--- config.mk ---
export PLATFORM = sky130hd
export DESIGN_NAME = tcw_cursor
export DESIGN_NICKNAME = d
export VERILOG_FILES = /design/src/design/tcw_pkg.sv /design/src/design/tcw_cursor.sv
export SDC_FILE = /design/constraint.sdc
export NUM_CORES = 1
export LEC_CHECK = 0
export ABC_AREA = 1
export BUFFER_PORTS_ARGS = -buffer_cell sky130_fd_sc_hd__buf_2
export CAP_MARGIN = 15
export CORE_MARGIN = 2
export CORE_UTILIZATION = 40
export DETAILED_ROUTE_END_ITERATION = 10
export GPL_ROUTABILITY_DRIVEN = 0
export GPL_TIMING_DRIVEN = 0
export MAX_ROUTING_LAYER = met4
export PLACE_DENSITY = 0.75
export SETUP_SLACK_MARGIN = 0.02
export SLEW_MARGIN = 20
export SYNTH_ARGS = -nofsm -noshare
export SYNTH_HDL_FRONTEND = slang
export SYNTH_SLANG_ARGS = --single-unit
--- constraint.sdc ---
create_clock -name vclk -period 3.27
set_input_delay 0.1635 -clock vclk [all_inputs]
set_output_delay 0.1635 -clock vclk [all_outputs]
set_load 0.02 [all_outputs]
--- src/design/tcw_pkg.sv ---
// ----------------------------------------------------------------------------
// tcw_pkg
// Shared sizes, codes and helpers for the text console writer.
// ----------------------------------------------------------------------------
package tcw_pkg;

  localparam int COLUMNS    = 80;
  localparam int ROWS       = 25;
  localparam int CELL_COUNT = ROWS * COLUMNS;

  localparam int ROW_W  = 5;
  localparam int COL_W  = 7;
  localparam int POS_W  = 11;
  localparam int CELL_W = 16;
  localparam int ADDR_W = $clog2(CELL_COUNT);

  localparam logic [1:0] CMD_PUT   = 2'd0;
  localparam logic [1:0] CMD_CLEAR = 2'd1;
  localparam logic [1:0] CMD_SETXY = 2'd2;
  localparam logic [1:0] CMD_READ  = 2'd3;

  localparam logic [7:0] CH_BACKSPACE = 8'd8;
  localparam logic [7:0] CH_TAB       = 8'd9;
  localparam logic [7:0] CH_NEWLINE   = 8'd10;
  localparam logic [7:0] CH_RETURN    = 8'd13;
  localparam logic [7:0] CH_BLANK     = 8'h20;

  localparam logic [7:0] ATTR_RESET = 8'h07;
  localparam int         TAB_STOP   = 8;

  // Outcome of a put command for the current cursor.
  typedef struct packed {
    logic             we;
    logic [COL_W-1:0] wr_col;
    logic [7:0]       wr_char;
    logic [ROW_W-1:0] row_next;
    logic [COL_W-1:0] col_next;
    logic             scroll;
  } put_ctl_t;

  function automatic logic [ADDR_W-1:0] cell_addr(input logic [ROW_W-1:0] r,
                                                  input logic [COL_W-1:0] c);
    int lin;
    lin = int'(r) * COLUMNS + int'(c);
    return ADDR_W'(lin);
  endfunction

  function automatic logic [POS_W-1:0] lin_pos(input logic [ROW_W-1:0] r,
                                               input logic [COL_W-1:0] c);
    int lin;
    lin = int'(r) * COLUMNS + int'(c);
    return POS_W'(lin);
  endfunction

endpackage

--- src/design/tcw_cursor.sv ---
// ----------------------------------------------------------------------------
// tcw_cursor
// Put-character decode: cell write and cursor motion for one character.
// ----------------------------------------------------------------------------
module tcw_cursor (
  input  logic [tcw_pkg::ROW_W-1:0] cur_row,
  input  logic [tcw_pkg::COL_W-1:0] cur_col,
  input  logic [7:0]                char_code,
  output tcw_pkg::put_ctl_t         ctl
);
  import tcw_pkg::*;

  localparam int SUM_W = COL_W + 1;

  logic [SUM_W-1:0] col_inc;
  logic [SUM_W-1:0] col_tab;
  logic             last_row;
  logic [ROW_W-1:0] row_down;

  assign col_inc  = {1'b0, cur_col} + SUM_W'(1);
  assign col_tab  = ({1'b0, cur_col} + SUM_W'(TAB_STOP)) & ~SUM_W'(TAB_STOP - 1);
  assign last_row = (cur_row == ROW_W'(ROWS - 1));
  // at the bottom line the row stays put and the screen scrolls instead
  assign row_down = last_row ? cur_row : cur_row + ROW_W'(1);

  always_comb begin
    ctl          = '0;
    ctl.wr_col   = cur_col;
    ctl.wr_char  = char_code;
    ctl.row_next = cur_row;
    ctl.col_next = cur_col;
    case (char_code)
      CH_NEWLINE: begin
        ctl.row_next = row_down;
        ctl.col_next = '0;
        ctl.scroll   = last_row;
      end
      CH_RETURN: begin
        ctl.col_next = '0;
      end
      CH_TAB: begin
        if (col_tab >= SUM_W'(COLUMNS)) begin
          ctl.row_next = row_down;
          ctl.col_next = '0;
          ctl.scroll   = last_row;
        end else begin
          ctl.col_next = col_tab[COL_W-1:0];
        end
      end
      CH_BACKSPACE: begin
        if (cur_col != '0) begin
          ctl.we       = 1'b1;
          ctl.wr_col   = cur_col - COL_W'(1);
          ctl.wr_char  = CH_BLANK;
          ctl.col_next = cur_col - COL_W'(1);
        end
      end
      default: begin
        ctl.we = 1'b1;
        if (col_inc >= SUM_W'(COLUMNS)) begin
          ctl.row_next = row_down;
          ctl.col_next = '0;
          ctl.scroll   = last_row;
        end else begin
          ctl.col_next = col_inc[COL_W-1:0];
        end
      end
    endcase
  end

endmodule

# After elaboration in Yosys (flattened, before gate mapping)
# Cells that the tools add are included.
[op_classes] add_sub_neg=4 n_reduce_logical=4 mux=14 n_lt_le_gt_ge=2 eq_ne=5
[op_table] operator="$eq A8 B4 Y1 const B" n=4
[op_table] operator="$mux W7" n=3
[op_table] operator="$pmux W7 S3" n=1
[op_table] operator="$ge A8 B7 Y1 const B" n=2
[op_table] operator="$mux W16" n=1
[op_table] operator="$mux W15" n=1
[op_table] operator="$mux W5" n=3
[op_table] operator="$pmux W5 S3" n=1
[op_table] operator="$add A7 B1 Y8 const B" n=1
[op_table] operator="$add A7 B4 Y8 const B" n=1
[op_table] operator="$reduce_bool A7 Y1" n=1
[op_table] operator="$sub A7 B1 Y7 const B" n=1
[op_table] operator="$add A5 B1 Y5 const B" n=1
[op_table] operator="$eq A5 B5 Y1 const B" n=1
[op_table] operator="$reduce_or A2 Y1" n=2
[op_table] operator="$pmux W1 S3" n=1
[op_table] operator="$reduce_or A3 Y1" n=1
[op_table] operator="$mux W1" n=2
[op_table] operator="$pmux W1 S2" n=1
[totals] ff_bits=0 out_inout_bits=29 in_bits=20 elab_cells=29

# Longest topological paths before layout
# Gate-level depths: netlist of run 1.
[depth] ltp_word=4 depth_mapped=11 ltp_nobuf=11

# Worst setup path before layout of run 1
# Ideal clock, no wire load.
[synth_timing] path_type="input -> output" startpoint="input cur_col[4] (netlist bit)" endpoint="output ctl[10] (netlist bit)" stages=11 path_buffers=0 required_ps=3107 arrival_ps=1322 slack_ps=1785 cell_sequence="inv_1 -> ha_1 -> nor2_1 -> nand3_1 -> nand2_1 -> nand3_2 -> nand2_2 -> nand2_1 -> nand2_1 -> inv_1 -> nand2_1"
[synth_rtl] item="from (decl)" line_no="tcw_cursor.sv:7" source="input logic [tcw_pkg::COL_W-1:0] cur_col,"
[synth_rtl] item="to (decl)" line_no="tcw_cursor.sv:9" source="output tcw_pkg::put_ctl_t ctl"

==> flow_metrics.tcl, run 1 <==
set metrics [dict create \
    mean_instance_size_in_the_synthesized_netlist_um2 5.22 \
    detailedRoute.firstPassIterationCount 4 \
    wirelength_um 3000 \
    fillerInstances 301 \
    clkPwrFrac_pct 0 \
    power-per-cell-area_nw_per_um2 127 \
    layout_common_cells "sky130_fd_sc_hd__nand2_1 (57), sky130_fd_sc_hd__buf_2 (49), sky130_fd_sc_hd__inv_1 (40)" \
    postCtsHoldBufs 0 \
    crit_path_max_incr_delay_ns 0.29 \
    ff_latch_area_um2 0 \
    dp_worst_setup_slack_ns 1.30 \
    share_of_post_route_cells_with_drive_strength_above_1_pct 28.0 \
    final_critical_delay_including_setup_and_external_delays_ns 1.98 \
    critical_path.slowest_cell "sky130_fd_sc_hd__ha_1" \
    p_leak_nw 0.850 \
    rsz0062_at_grt "no" \
    layout_worst_path_cycle_share_pct 60.5 \
    core_region_area_um2 2760 \
    post_layout_nets 298 \
    cellInternalPower_w 0.0000628 \
    worstPathCellList "buf_2 > inv_1 > ha_1 > nor2_1 > nand3_1 > nand2_1 > nand3_1 > nand3_1 > nand2_1 > inv_1 > nand2_1 > buf_2" \
    grt_max_degree 11 \
    globalRoute.totalOverflow 0 \
    first_pass_grt_wire_length_um 4890 \
    hold_depth 3 \
    syn-num-nets 249 \
    area_occupied_by_multi_input_gates_um2 931 \
    vias_per_cell 4.87 \
    wl_per_cell_um 10.0 \
    synth-seq-area-share_pct 0 \
    power_frac_seq_pct 0 \
    netlist-cell-type-count 28 \
    worst_slew_pin_slew_ns 0.250 \
    power.combinational.fraction_pct 100.0 \
    worstSetupPathDepth 12 \
    post_cts_resize_count 0 \
    maxCapViolations 0 \
    cp_top_family "simple AND/OR/NAND/NOR gates" \
    top_signal_layer_used "met4" \
    first_global_vias 1193 \
    die_h_um 57.7 \
    sequential_cells 0 \
    grt.total_usage_pct 18.1 \
    postPlaceCellArea_um2 1430 \
    yosysWarnings 0 \
    worst_slew_slack_as_a_fraction_of_its_limit_pct 83.2 \
    dp_hpwl_um 2500 \
    hold_class "in2out" \
    power.total_w 0.000182 \
    antenna-diode-count 0 \
    path_class "in2out" \
    start_util_pct 41.8 \
    post-route-drc-count 0 \
    antenna_found_initial 0 \
    portBuffers 47 \
    die_area_um2 3330 \
    setup_viol 0 \
    synth_cells 221 \
    hold_violations 0 \
    m1WireLength_um 1470 \
    via_count 1456 \
    post-cts-setup-buffer-count 0 \
    max-vdd-ir-drop_uv 71.5 \
    arrival_ns 1.82 \
    report.final.slew_viol_count 0 \
    layout_commonest_cell "sky130_fd_sc_hd__nand2_1" \
    pin_count 49 \
    fmaxAchievable_mhz 505 \
    critPathCapture "ctl[8]" \
    placementRows 19 \
    wl_met3_um 164 \
    run_status "complete, no violations" \
    critPathCaptureType "primary output" \
    fp.dieW_um 57.7 \
    flow.area_growth_from_synthesis_pct 23.8 \
    timing.critical_path.from "cur_col[4]" \
    critical_path.n_buffers_inverters 4 \
    crit_path_max_fanout 7 \
    final_critical_path_setup_slack_ns 1.29 \
    postRouteAntennaNets 0 \
    clk_buf_instances 0 \
    netlist_area_um2 1150 \
    post_layout_inst_area_um2 1430 \
    totalNegativeSetupSlack_ns 0 \
    worstPathRequired_ns 3.11 \
    drt_first_iter_violations 61 \
    p_sw_share_pct 65.5 \
    worstSetupStartpointType "input port" \
    route.met2.wl_um 1360 \
    switching_power_w 0.000119 \
]
[routing by layer]
metal / GRT usage, % / up-vias
met5: - / -
met4: 0.997 / 0
met3: 0.223 / 2
met2: 31.5 / 39
met1: 24.7 / 628
li1: - / 787
[final cells by class]
| type | instances | area share [%] |
|---|---|---|
| Inverter | 43 | 11.5 |
| Buffer | 11 | 4.12 |
| Timing Repair Buffer | 47 | 16.5 |
| Multi-Input combinational cell | 167 | 65.2 |
| Tap cell | 31 | 2.72 |
[synth_stat cells]
master | count | area share (%)
sky130_fd_sc_hd__nand2_4 | 2 | 2.0
sky130_fd_sc_hd__inv_2 | 2 | 0.65
sky130_fd_sc_hd__a21oi_1 | 1 | 0.43
sky130_fd_sc_hd__nand3_2 | 7 | 6.1
sky130_fd_sc_hd__nand2_2 | 3 | 1.6
sky130_fd_sc_hd__buf_4 | 2 | 1.3
sky130_fd_sc_hd__nand4_1 | 7 | 3.8
sky130_fd_sc_hd__nor2_1 | 15 | 4.9
sky130_fd_sc_hd__buf_6 | 1 | 0.98
sky130_fd_sc_hd__o21ai_1 | 1 | 0.43
sky130_fd_sc_hd__o21ai_2 | 1 | 0.76
sky130_fd_sc_hd__or2_0 | 1 | 0.54
sky130_fd_sc_hd__o21ai_0 | 11 | 4.8
sky130_fd_sc_hd__nor2_4 | 1 | 0.98
sky130_fd_sc_hd__nand3_1 | 35 | 15
sky130_fd_sc_hd__inv_1 | 40 | 13
sky130_fd_sc_hd__nor2_2 | 3 | 1.6
sky130_fd_sc_hd__clkbuf_1 | 6 | 2.0
sky130_fd_sc_hd__buf_2 | 2 | 0.87
sky130_fd_sc_hd__or2_2 | 1 | 0.54
sky130_fd_sc_hd__o211ai_2 | 1 | 1.1
sky130_fd_sc_hd__nand2_1 | 57 | 19
sky130_fd_sc_hd__xor2_1 | 7 | 5.3
sky130_fd_sc_hd__xnor2_1 | 1 | 0.76
sky130_fd_sc_hd__ha_1 | 8 | 8.7
sky130_fd_sc_hd__nor3_4 | 1 | 1.4
sky130_fd_sc_hd__nor3_1 | 3 | 1.3
sky130_fd_sc_hd__inv_4 | 1 | 0.54
[kinds of logic (layout without fill, tap and decap cells)]
group                    Yosys count  count (layout)  share of synthesized area [%]
AO/OA/AOI/OAI                     15              15                           7.48
XOR/XNOR                           8               8                           6.07
adder cells (fa/ha/maj)            8               8                           8.68
buffers and inverters             54             101                           19.3
AND/OR/NAND/NOR                  136             136                           58.5
[how the worst min path moves through the flow]
stage | start | endpoint | slack, ns
after floorplan | char_code[3] | ctl[16] | 0.45
after global placement | char_code[7] | ctl[20] | 0.63
after detailed placement | char_code[4] | ctl[17] | 0.63
after CTS | char_code[4] | ctl[17] | 0.64
after global routing | char_code[7] | ctl[20] | 0.66
final | char_code[4] | ctl[17] | 0.63
[stage by stage]
| step | hold slack (ns) | instances | util, % |
|---|---|---|---|
| after floorplan | 0.446 | 221 | - |
| after global placement | 0.631 | 299 | 51.8 |
| after detailed placement | 0.633 | 299 | 51.8 |
| after CTS | 0.635 | 299 | 51.8 |
| after global routing | 0.660 | 299 | 51.8 |
| final | 0.635 | 299 | 51.8 |
[power by group through the flow]
stage / logic [W] / clock network, W / registers, W
2_1_floorplan: 0.000123 / 0 / 0
4_1_cts: 0.000182 / 0 / 0
3_3_place_gp: 0.000180 / 0 / 0
6_report: 0.000182 / 0 / 0
3_5_place_dp: 0.000182 / 0 / 0
5_1_grt: 0.000203 / 0 / 0
Note: power is estimated with default switching activity, not from simulation.
==> run 2, diff against run 1 <==
clock period = 1.99 ns   (was 3.27 ns; I/O delays follow)
==> run 2 against run 1 <==
- combinational power is 65% higher
- non-clock buffer count unchanged
- die area is the same
- via count rose by 0.14%
- critical endpoint is now ctl[9]
==> flow_metrics.tcl, run 2 (synthesis results as in run 1) <==
set metrics [dict create \
    p_leak_nw 0.853 \
    antenna-diode-count 0 \
    worst_slew_pin_slew_ns 0.252 \
    grt.total_usage_pct 18.1 \
    totalNegativeSetupSlack_ns 0 \
    critPathCapture "ctl[9]" \
    run_status "complete, no violations" \
    arrival_ns 1.70 \
    fp.dieW_um 57.7 \
    layout_commonest_cell "sky130_fd_sc_hd__nand2_1" \
    report.final.slew_viol_count 0 \
    first_global_vias 1193 \
    rsz0062_at_grt "no" \
    clk_buf_instances 0 \
    postRouteAntennaNets 0 \
    die_area_um2 3330 \
    fillerInstances 303 \
    maxCapViolations 0 \
    drt_first_iter_violations 31 \
    core_region_area_um2 2760 \
    pin_count 49 \
    path_class "in2out" \
    power-per-cell-area_nw_per_um2 210 \
    vias_per_cell 4.88 \
    hold_class "in2out" \
    wirelength_um 3010 \
    max-vdd-ir-drop_uv 118 \
    post-route-drc-count 0 \
    sequential_cells 0 \
    share_of_post_route_cells_with_drive_strength_above_1_pct 29.1 \
    start_util_pct 41.8 \
    dp_hpwl_um 2500 \
    placementRows 19 \
    flow.area_growth_from_synthesis_pct 24.4 \
    detailedRoute.firstPassIterationCount 4 \
    finalCoreUtilization_pct 52.0 \
    via_count 1458 \
    first_pass_grt_wire_length_um 4890 \
    ff_latch_area_um2 0 \
    hold_violations 0 \
    die_h_um 57.7 \
    layout_common_cells "sky130_fd_sc_hd__nand2_1 (56), sky130_fd_sc_hd__buf_2 (49), sky130_fd_sc_hd__inv_1 (39)" \
    grt_max_degree 11 \
    globalRoute.totalOverflow 0 \
    fmaxAchievable_mhz 555 \
    worstPathRequired_ns 1.89 \
    crit_path_max_fanout 9 \
    timing.critical_path.from "cur_col[3]" \
    hold_wc_startpoint "char_code[4]" \
    portBuffers 47 \
    postCtsHoldBufs 0 \
    final_critical_delay_including_setup_and_external_delays_ns 1.80 \
    worst_slew_slack_as_a_fraction_of_its_limit_pct 83.1 \
    antenna_found_initial 0 \
    setup_viol 0 \
    critPathCaptureType "primary output" \
    layout_worst_path_cycle_share_pct 90.6 \
    worstSetupStartpointType "input port" \
    wl_per_cell_um 10.1 \
    post_layout_nets 298 \
]
run 2: where the power goes:
part | leakage, nW | switching, W | internal, W
logic | 0.853 | 0.000197 | 0.000104
registers | 0 | 0 | 0
clock network | 0 | 0 | 0
total | 0.853 | 0.000197 | 0.000104
run 2: critical path: stages:
cell,delay [ns]
sky130_fd_sc_hd__buf_2,0.19
sky130_fd_sc_hd__inv_2,0.10
sky130_fd_sc_hd__ha_1,0.31
sky130_fd_sc_hd__nor2_1,0.16
sky130_fd_sc_hd__nand3_1,0.11
sky130_fd_sc_hd__nand2_2,0.12
sky130_fd_sc_hd__nand3_2,0.11
sky130_fd_sc_hd__nand2_2,0.14
sky130_fd_sc_hd__nand2_1,0.06
sky130_fd_sc_hd__nand2_1,0.05
sky130_fd_sc_hd__inv_1,0.03
sky130_fd_sc_hd__nand2_1,0.06
sky130_fd_sc_hd__buf_2,0.16
run 2: per-stage QoR:
| stage | hold WS (ns) | cells | cell area (um2) | worst slack (ns) | power [W] |
|---|---|---|---|---|---|
| final | 0.507 | 299 | 1440 | 0.188 | 0.000301 |
| after global routing | 0.532 | 299 | 1440 | 0.0327 | 0.000335 |
| after CTS | 0.507 | 299 | 1430 | 0.146 | 0.000300 |
| after detailed placement | 0.505 | 299 | 1430 | 0.146 | 0.000299 |
| after global placement | 0.503 | 299 | 1430 | 0.168 | 0.000296 |
| after floorplan | 0.318 | 221 | 1150 | 0.633 | 0.000202 |
run 2: per-layer routing:
layer	global-route usage (%)	up-vias	wire length (um)
met1	24.7	624	1460
met3	0.223	2	164
met5	-	-	0
met4	0.997	0	7
met2	31.5	45	1380
li1	-	787	-
run 2: final cells by class:
type | count | area, um2 | share of cell area [%]
multi-input combinational | 167 | 938 | 65.4
timing repair buffer | 47 | 235 | 16.4
tap | 31 | 38.8 | 2.70
inverter | 43 | 164 | 11.4
buffer | 11 | 58.8 | 4.10
run 2: what timing repair did:
item / 4_1_cts / 5_1_grt
endpoints found under the setup margin: 0 / 5
resized for setup: 0 / 3
buffers inserted: 0 / 0
run 2: worst min path at each step:
stage / to / slack, ns / cells after the start
after floorplan: ctl[16] / 0.32 / 2
after global placement: ctl[20] / 0.50 / 3
after detailed placement: ctl[17] / 0.51 / 3
after CTS: ctl[17] / 0.51 / 3
after global routing: ctl[20] / 0.53 / 3
final: ctl[17] / 0.51 / 3
==> run 3, diff against run 2 <==
PLACE_DENSITY = not set   (was 0.75)
PLACE_DENSITY_LB_ADDON = 0.08   (was not set)
==> run 3 against run 2 <==
- critical path depth is the same
- combinational power about the same
- sequential cell count stayed put
- total power up 1.0%
- global-route usage grew 0.80 points
==> flow_metrics.tcl, run 3 (synthesis results as in run 1) <==
set metrics [dict create \
    report.final.slew_viol_count 0 \
    layout_common_cells "sky130_fd_sc_hd__nand2_1 (56), sky130_fd_sc_hd__buf_2 (48), sky130_fd_sc_hd__inv_1 (39)" \
    worst_hold_path.endpoint "ctl[17]" \
    max-vdd-ir-drop_uv 109 \
    start_util_pct 41.8 \
    vias_per_cell 4.78 \
    hold_depth 3 \
    wl_per_cell_um 10.0 \
    wirelength_um 3030 \
    die_h_um 57.7 \
    cp_top_family "simple AND/OR/NAND/NOR gates" \
    postCtsHoldBufs 0 \
    portBuffers 47 \
    hold_class "in2out" \
    via_count 1439 \
    postRouteAntennaNets 0 \
    run_status "complete, no violations" \
    layout_worst_path_cycle_share_pct 89.4 \
    finalCoreUtilization_pct 53.0 \
    power-per-cell-area_nw_per_um2 208 \
    globalRoute.totalOverflow 0 \
    post_layout_nets 300 \
    power.total_w 0.000304 \
    worstPathRequired_ns 1.89 \
    clk_buf_instances 0 \
    fp.dieW_um 57.7 \
    share_of_post_route_cells_with_drive_strength_above_1_pct 29.6 \
    worstSetupStartpointType "input port" \
    fillerInstances 324 \
    setup_viol 0 \
    critPathCaptureType "primary output" \
    totalNegativeSetupSlack_ns 0 \
    first_global_vias 1229 \
    critical_path.n_buffers_inverters 4 \
    worst_slew_pin_slew_ns 0.339 \
    core_region_area_um2 2760 \
    crit_path_max_fanout 7 \
    grt.total_usage_pct 18.9 \
    critical_path.slowest_cell "sky130_fd_sc_hd__ha_1" \
    flow.area_growth_from_synthesis_pct 26.7 \
    antenna_found_initial 0 \
    worstPathCellList "clkbuf_4 > clkinvlp_4 > ha_1 > nor2_1 > nand3_1 > nand2_2 > nand3_2 > nand2_4 > nand2_1 > nand2_1 > inv_1 > nand2_1 > buf_2" \
    hold_violations 0 \
    fmaxAchievable_mhz 562 \
    pin_count 49 \
    worst_slew_slack_as_a_fraction_of_its_limit_pct 77.2 \
    layout_commonest_cell "sky130_fd_sc_hd__nand2_1" \
    crit_top_cell "sky130_fd_sc_hd__nand2_1" \
    arrival_ns 1.68 \
    sequential_cells 0 \
    grt_max_degree 11 \
    hold_wc_startpoint "char_code[4]" \
    post-route-drc-count 0 \
    ff_latch_area_um2 0 \
    die_area_um2 3330 \
    first_pass_grt_wire_length_um 5180 \
    detailedRoute.firstPassIterationCount 4 \
    drt_first_iter_violations 62 \
    antenna-diode-count 0 \
    dp_hpwl_um 2570 \
    placementRows 19 \
    p_leak_nw 0.860 \
    rsz0062_at_grt "no" \
    maxCapViolations 0 \
    path_class "in2out" \
    crit_path_max_incr_delay_ns 0.33 \
    final_critical_delay_including_setup_and_external_delays_ns 1.78 \
]
[run 3: tightest hold or removal path, cell delays in order]
cell and delay [ns]:
sky130_fd_sc_hd__buf_2 0.08, sky130_fd_sc_hd__clkbuf_1 0.07, sky130_fd_sc_hd__buf_2 0.15
[run 3: metrics by stage]
stage	cell area (um2)	cells	hold slack (ns)	worst slack, ns
detailed placement	1430	299	0.512	0.174
CTS	1430	299	0.512	0.174
global route	1460	301	0.527	0.0169
finish	1460	301	0.506	0.211
global placement	1430	299	0.503	0.168
floorplan	1150	221	0.318	0.633
[run 3: how the worst max path moves through the flow]
stage / from / endpoint / slack (ns) / depth (start not counted)
global placement: cur_col[4] / ctl[9] / 0.17 / 12
detailed placement: cur_col[4] / ctl[10] / 0.17 / 12
global route: cur_col[4] / ctl[10] / 0.02 / 13
finish: cur_col[4] / ctl[10] / 0.21 / 13
floorplan: cur_col[4] / ctl[10] / 0.63 / 11
CTS: cur_col[4] / ctl[10] / 0.17 / 12
[run 3: what timing repair did]
action                                  in CTS  in global routing
endpoints found under the setup margin       0                  5
gates resized for setup                      0                  5
setup buffers                                0                  2
[run 3: power by group]
group | switching (W) | leakage, nW | internal, W
Clock | 0 | 0 | 0
Sequential | 0 | 0 | 0
Combinational | 0.000197 | 0.860 | 0.000107
Total | 0.000197 | 0.860 | 0.000107
[run 3: cell type report]
type / count / area [um2] / area share [%]
inverter: 43 / 168 / 11.5
timing repair buffer: 49 / 253 / 17.3
multi-input combinational: 167 / 943 / 64.6
tap: 31 / 38.8 / 2.65
buffer: 11 / 58.8 / 4.02
[run 3: layer usage]
metal / global-route usage (%) / part of all wire, % / vias to the layer above
met1: 27.0 / 48 / 612
li1: - / - / 794
met2: 32.1 / 47 / 33
met4: 0 / 0 / 0
met3: 0 / 4.6 / 0
met5: - / 0 / -
